File: config.mk
export PLATFORM = sky130hd
export DESIGN_NAME = bth_div_pipe
export DESIGN_NICKNAME = d
export VERILOG_FILES = /design/src/rtl/core/bth_pkg.sv /design/src/rtl/core/bth_div_pipe.sv
export SDC_FILE = /design/constraint.sdc
export NUM_CORES = 2
export LEC_CHECK = 0
export ABC_AREA = 1
export BUFFER_PORTS_ARGS = -buffer_cell sky130_fd_sc_hd__clkbuf_2
export CAP_MARGIN = 5
export CORE_ASPECT_RATIO = 2
export CORE_MARGIN = 3
export CORE_UTILIZATION = 54
export CTS_CLUSTER_DIAMETER = 80
export DETAILED_ROUTE_END_ITERATION = 10
export PLACE_DENSITY = 0.73
export SETUP_SLACK_MARGIN = 0.2
export SYNTH_ARGS = -nofsm -noshare
export SYNTH_HDL_FRONTEND = slang
export SYNTH_SLANG_ARGS = --single-unit
File: constraint.sdc
create_clock -name clk_i -period 2.1 [get_ports clk_i]
set_input_delay 0.315 -clock clk_i [delete_from_list [all_inputs] [get_ports clk_i]]
set_output_delay 0.315 -clock clk_i [all_outputs]
set_load 0.01 [all_outputs]
File: src/rtl/core/bth_pkg.sv
package bth_pkg;

  localparam int TILE_W = 13;
  localparam int PIX_W  = 8;
  localparam int ANG_W  = 17;
  localparam int H_W    = 25;
  localparam int S_W    = 17;

  localparam logic [TILE_W-1:0] TILE_THIRD_RST = 13'd512;
  localparam logic              MIRROR_RST     = 1'b0;

  localparam int COORD_BITS_DEF     = 14;
  localparam int COS_TABLE_BITS_DEF = 10;

  localparam logic CFG_TILE_THIRD = 1'b0;
  localparam logic CFG_MIRROR     = 1'b1;

  localparam int H_PEAK = 162;
  localparam int H_HALF = 81;

  localparam logic [63:0] PI_Q30  = 64'd3373259426;
  localparam logic [63:0] ONE_Q30 = 64'd1073741824;
  localparam logic [63:0] SERIES_DIV [10] = '{
    64'd2, 64'd12, 64'd30, 64'd56, 64'd90,
    64'd132, 64'd182, 64'd240, 64'd306, 64'd380
  };

  typedef enum logic [1:0] {
    BAND_NONE = 2'd0,
    BAND_RISE = 2'd1,
    BAND_FLAT = 2'd2,
    BAND_EASE = 2'd3
  } band_e;

  typedef struct packed {
    band_e            band;
    logic [PIX_W-1:0] red;
    logic [PIX_W-1:0] green;
    logic [PIX_W-1:0] blue;
    logic [PIX_W-1:0] alpha;
  } pix_t;

  // cosine of a Q30 angle, rounded to Q16, clamped to one
  function automatic logic [ANG_W-1:0] cos_series(input logic [63:0] th);
    logic [63:0] th2;
    logic [63:0] sum;
    logic [63:0] term;
    th2  = (th * th) >> 30;
    sum  = ONE_Q30;
    term = ONE_Q30;
    for (int k = 0; k < 10; k++) begin
      term = ((term * th2) >> 30) / SERIES_DIV[k];
      if (k % 2 == 1) begin
        sum = sum + term;
      end else begin
        sum = sum - term;
      end
    end
    sum = (sum + 64'd8192) >> 14;
    if (sum > 64'd65536) begin
      sum = 64'd65536;
    end
    return sum[ANG_W-1:0];
  endfunction

endpackage

File: src/rtl/core/bth_div_pipe.sv
module bth_div_pipe #(
  parameter int COORD_BITS = bth_pkg::COORD_BITS_DEF
) (
  input  logic                          clk_i,
  input  logic                          rst_ni,
  input  logic                          en_i,
  input  logic                          valid_i,
  input  bth_pkg::pix_t                 pix_i,
  input  logic [COORD_BITS-1:0]         col_i,
  input  logic [bth_pkg::TILE_W-1:0]    vrem_i,
  input  logic [bth_pkg::ANG_W-1:0]     vlo_i,
  input  logic [bth_pkg::TILE_W-1:0]    div_i,
  input  logic [bth_pkg::TILE_W+1:0]    div3_i,
  output logic                          valid_o,
  output bth_pkg::pix_t                 pix_o,
  output logic [bth_pkg::ANG_W-1:0]     hang_o,
  output logic [bth_pkg::ANG_W-1:0]     vang_o
);

  localparam int HSTEPS = COORD_BITS + 16;
  localparam int VSTART = HSTEPS - bth_pkg::ANG_W;
  localparam int TW     = bth_pkg::TILE_W;
  localparam int T3W    = bth_pkg::TILE_W + 2;
  localparam int AW     = bth_pkg::ANG_W;

  logic [HSTEPS-1:0]     vld_q;
  bth_pkg::pix_t         pix_q [HSTEPS];
  logic [T3W-1:0]        hr_q  [HSTEPS];
  logic [COORD_BITS-1:0] hn_q  [HSTEPS];
  logic [AW-1:0]         hq_q  [HSTEPS];
  logic [TW-1:0]         vr_q  [HSTEPS];
  logic [AW-1:0]         vn_q  [HSTEPS];
  logic [AW-1:0]         vq_q  [HSTEPS];

  for (genvar i = 0; i < HSTEPS; i++) begin : g_stg
    logic                  vld_in;
    bth_pkg::pix_t         pix_in;
    logic [T3W-1:0]        hr_in;
    logic [COORD_BITS-1:0] hn_in;
    logic [AW-1:0]         hq_in;
    logic [TW-1:0]         vr_in;
    logic [AW-1:0]         vn_in;
    logic [AW-1:0]         vq_in;
    logic [T3W:0]          hrs;
    logic                  hge;
    logic [T3W-1:0]        hr_d;
    logic [TW-1:0]         vr_d;
    logic [AW-1:0]         vn_d;
    logic [AW-1:0]         vq_d;

    if (i == 0) begin : g_first
      assign vld_in = valid_i;
      assign pix_in = pix_i;
      assign hr_in  = '0;
      assign hn_in  = col_i;
      assign hq_in  = '0;
      assign vr_in  = vrem_i;
      assign vn_in  = vlo_i;
      assign vq_in  = '0;
    end else begin : g_next
      assign vld_in = vld_q[i-1];
      assign pix_in = pix_q[i-1];
      assign hr_in  = hr_q[i-1];
      assign hn_in  = hn_q[i-1];
      assign hq_in  = hq_q[i-1];
      assign vr_in  = vr_q[i-1];
      assign vn_in  = vn_q[i-1];
      assign vq_in  = vq_q[i-1];
    end

    assign hrs  = {hr_in, hn_in[COORD_BITS-1]};
    assign hge  = hrs >= {1'b0, div3_i};
    assign hr_d = hge ? T3W'(hrs - {1'b0, div3_i}) : hrs[T3W-1:0];

    if (i >= VSTART) begin : g_vstep
      logic [TW:0] vrs;
      logic        vge;
      assign vrs  = {vr_in, vn_in[AW-1]};
      assign vge  = vrs >= {1'b0, div_i};
      assign vr_d = vge ? TW'(vrs - {1'b0, div_i}) : vrs[TW-1:0];
      assign vn_d = {vn_in[AW-2:0], 1'b0};
      assign vq_d = {vq_in[AW-2:0], vge};
    end else begin : g_vhold
      assign vr_d = vr_in;
      assign vn_d = vn_in;
      assign vq_d = vq_in;
    end

    always_ff @(posedge clk_i or negedge rst_ni) begin
      if (!rst_ni) begin
        vld_q[i] <= 1'b0;
      end else if (en_i) begin
        vld_q[i] <= vld_in;
      end
    end

    always_ff @(posedge clk_i) begin
      if (en_i) begin
        pix_q[i] <= pix_in;
        hr_q[i]  <= hr_d;
        hn_q[i]  <= {hn_in[COORD_BITS-2:0], 1'b0};
        hq_q[i]  <= {hq_in[AW-2:0], hge};
        vr_q[i]  <= vr_d;
        vn_q[i]  <= vn_d;
        vq_q[i]  <= vq_d;
      end
    end
  end

  assign valid_o = vld_q[HSTEPS-1];
  assign pix_o   = pix_q[HSTEPS-1];
  assign hang_o  = hq_q[HSTEPS-1];
  assign vang_o  = vq_q[HSTEPS-1];

endmodule
==> out/qor.yml <==
detailed_routing:
  drtPass1Iterations: 7
  drt-wirelength-per-cell_um: 19.6
  ant_nets: 0
  drt_iter0_markers: 5732
  num_vias: 96700
  vias_per_cell: 5.31
  wl_met3_mm: 14.8
  m1WireLength_mm: 112
  route.met2.wl_mm: 195
  top_layer: "met5"
  route.detailed.drc: 0
  drt-total-wl_mm: 358
worst_hold_path:
  hold_class: "in2reg"
synth:
  ys.flop_type: "edfxtp_1"
  synth_top_area_cell: "edfxtp_1"
  synthTopCellsByArea: "edfxtp_1 (62%), nand2_1 (12%), ha_1 (6.5%), inv_1 (5.3%), nand3_1 (3.3%)"
  synth_area_um2: 126000
  yosysSeqAreaShare_pct: 62.4
  syn_nets: 13000
  ys_ff_latch: 2616
  synth_edf_count: 2586
  netlist_instances: 12100
  synth.avg_cell_area_um2: 10.3
  async_flop_share_pct: 1.15
  synth_top_area_share_pct: 61.8
  ys_warn_count: 0
  synth_cell_type_count: 44
status:
  outcome: "complete, but fails checks"
  violations: "negative setup slack"
worst_setup_path:
  critical_path.endpoint_type: "flop"
  startpoint_type: "flop"
  cpMaxStageDelayCell: "nor2_1"
  critPathKind: "reg2reg"
  max_stage_delay_ps: 570
  cp.required_ps: 2740
  cpMostUsedCell: "nand2_1"
  cp.arrival_ps: 3180
  path_cells: "ha_4, nand2_1, buf_4, buf_4, nor2_1, nand2_1, nand3_1, nand2_1, nand3_2, nand2_1"
  crit_fanout: 2
floorplanning:
  pin_count: 179
  dieArea_um2: 239000
  core_um2: 231000
  rows: 249
  start_util_pct: 54.4
  dieWidth_um: 347
  die_h_um: 688
power:
  power.share.combinational_pct: 48.5
  sw_frac_of_total_pct: 37.5
  clockPowerShare_pct: 18.5
  internal_power_mw: 146
  vdd_ir_drop_max_v: 0.00104
  finalPower_mw: 233
  seq_power_share_pct: 33.0
  p_per_area_nw_per_um2: 1390
  p_leak_nw: 76.6
  p_switching_mw: 87.4
placement:
  place.gp.congestion: 0.951
  pre_cts_ws_ps: -680
  portBuffers: 178
  dpl.hpwl_mm: 242
cts:
  cts_sinks: 2616
  cts.root.buffer_cell: "clkbuf_16"
  cts_made_buffers: 224
  cts_tree: "built"
  cts.clk_slew.worst_paths_ps: 80
  htree_num_levels: 4
  cts_buffer_depth: 4
  clock_latency_ps: 870
cells_and_area:
  fin_util_pct: 72.8
  final_common_cell: "nand2_1"
  nets: 15800
  final_cell_mix: "nand2_1 (3478), edfxtp_1 (2586), buf_4 (2123)"
  area_growth_pct: 33.6
  drive_gt1_share_pct: 29.5
global_route:
  grt_use_total_pct: 29.3
  grt_pass1_vias: 102000
  grt_max_degree: 117
  grt_pass1_wl_mm: 538
  grt.overflow.total: 0
  antenna_found_initial: 4
timing:
  final_max_slew_viol_count: 0
  slew_headroom_pct: 50.9
  min_period_over_period_pct: 121
  setup_violations: 353
  clock.fmax_ghz: 0.394
  final_hold_viol_count: 0
  finClkSkew_ps: 70.0
  setup_ws_ps: -438
  finalSetupTns_ps: -36580
  min_period_ps: 2540
  tightestPinTransition_ps: 733
  rsz0062_at_grt: "yes"
run:
  max_cap_viol_count: 0
what timing repair did:
action	4_1_cts	5_1_grt
hold buffers	84	0
endpoints found under the hold margin	172	0
buffers inserted	304	82
gates resized for setup	1481	488
pin swaps	399	176
setup endpoints to repair	655	660
cloned	71	6
kinds of logic after synthesis:
group           Yosys count  synth area share, %
flops                  2616                 62.4
buf+inv                1885                 5.93
compound gates          570                 2.44
mux                       2               0.0179
xor+xnor                229                 1.60
fa+ha+maj               701                 7.24
simple gates           6142                 20.4
synthesized netlist by cell type, types with 2 or more instances:
cell and instances:
edfxtp_1 2586, mux2_2 2, nor2_2 3, nand3_2 16, o21ai_2 7, xor2_1 212
o21a_1 2, ha_1 657, o21bai_1 15, inv_2 9, a21oi_4 8, buf_6 14
nor3_2 6, buf_2 4, nor3_1 33, fa_1 44, nand2_1 4046, nand3_1 821
a21oi_2 10, nand3_4 2, a21oi_1 294, buf_4 72, and2_1 83, nor2_1 734
or2_2 35, o21ai_0 170, nand4_1 248, o21ai_1 58, inv_1 1775, a21o_1 4
nand3b_1 68, xnor2_1 17, nand2_2 35, clkbuf_1 9, nor4_1 5, nand4_2 4
dfrtp_1 30
state kept, by name, summed over array words and instances (netlist names):
name / cells
hq_q: 153
valid_o: 1
vq_q: 153
vn_q: 357
vr_q: 377
hn_q: 91
hr_q: 435
pix_q: 1020
g_stg.vld_in: 29
power by group through the flow:
stage / Combinational [mW] / Sequential [mW] / Clock (mW)
finish: 113 / 76.9 / 43.1
CTS: 105 / 76.6 / 44.1
global route: 124 / 77.4 / 45.8
floorplan: 50.5 / 73.5 / 0
global placement: 85.8 / 77.2 / 0
detailed placement: 87.7 / 77.4 / 0
per-stage QoR:
stage,cells,hold slack (ps),instance area [µm²]
6_report,18200,83.6,168000
2_1_floorplan,12100,19.4,126000
3_3_place_gp,17300,387,147000
5_1_grt,18200,95.0,168000
4_1_cts,18100,14.6,165000
3_5_place_dp,17300,403,147000
worst max-delay path: cells and delay by family (launching register included):
| family | cells | cell delay (ps) |
|---|---|---|
| flops | 1 | 460 |
| buf+inv | 2 | 310 |
| fa+ha+maj | 1 | 310 |
| simple gates | 7 | 1220 |
per-layer routing:
metal  vias up  global-route usage, %
met4         2                   25.4
met5         -                      0
met2      3064                   56.5
li1      46300                      -
met3      1708                   3.91
met1     45700                   26.4
final timing paths:
| check | end | cells after the start | from | slack [ps] |
|---|---|---|---|---|
| setup / recovery | hr_q[1][162] | 10 | hr_q[1][145] | -440 |
| hold / removal | hr_q[0][0] | 5 | div3_i[13] | 80 |
| setup reg to reg | hr_q[1][162] | 10 | hr_q[1][145] | -440 |
| hold reg to reg | hq_q[1][182] | 0 | hq_q[1][164] | 370 |
| max in group asynchronous | g_stg[28].vld_in | 4 | rst_ni | 1500 |
| min in group asynchronous | g_stg[23].vld_in | 4 | rst_ni | 430 |
layout make-up:
class                      count  area (µm²)
timing repair inverter         6        52.6
inverter                    1785        6840
clock inverter               151        1690
multi-input combinational   7655       47100
clock buffer                 254        5800
tap                         3012        3770
fill                       15600       62900
antenna                        3        7.51
sequential                  2616       78400
timing repair buffer        2749       24200
Power figures use the tool's default switching activity.
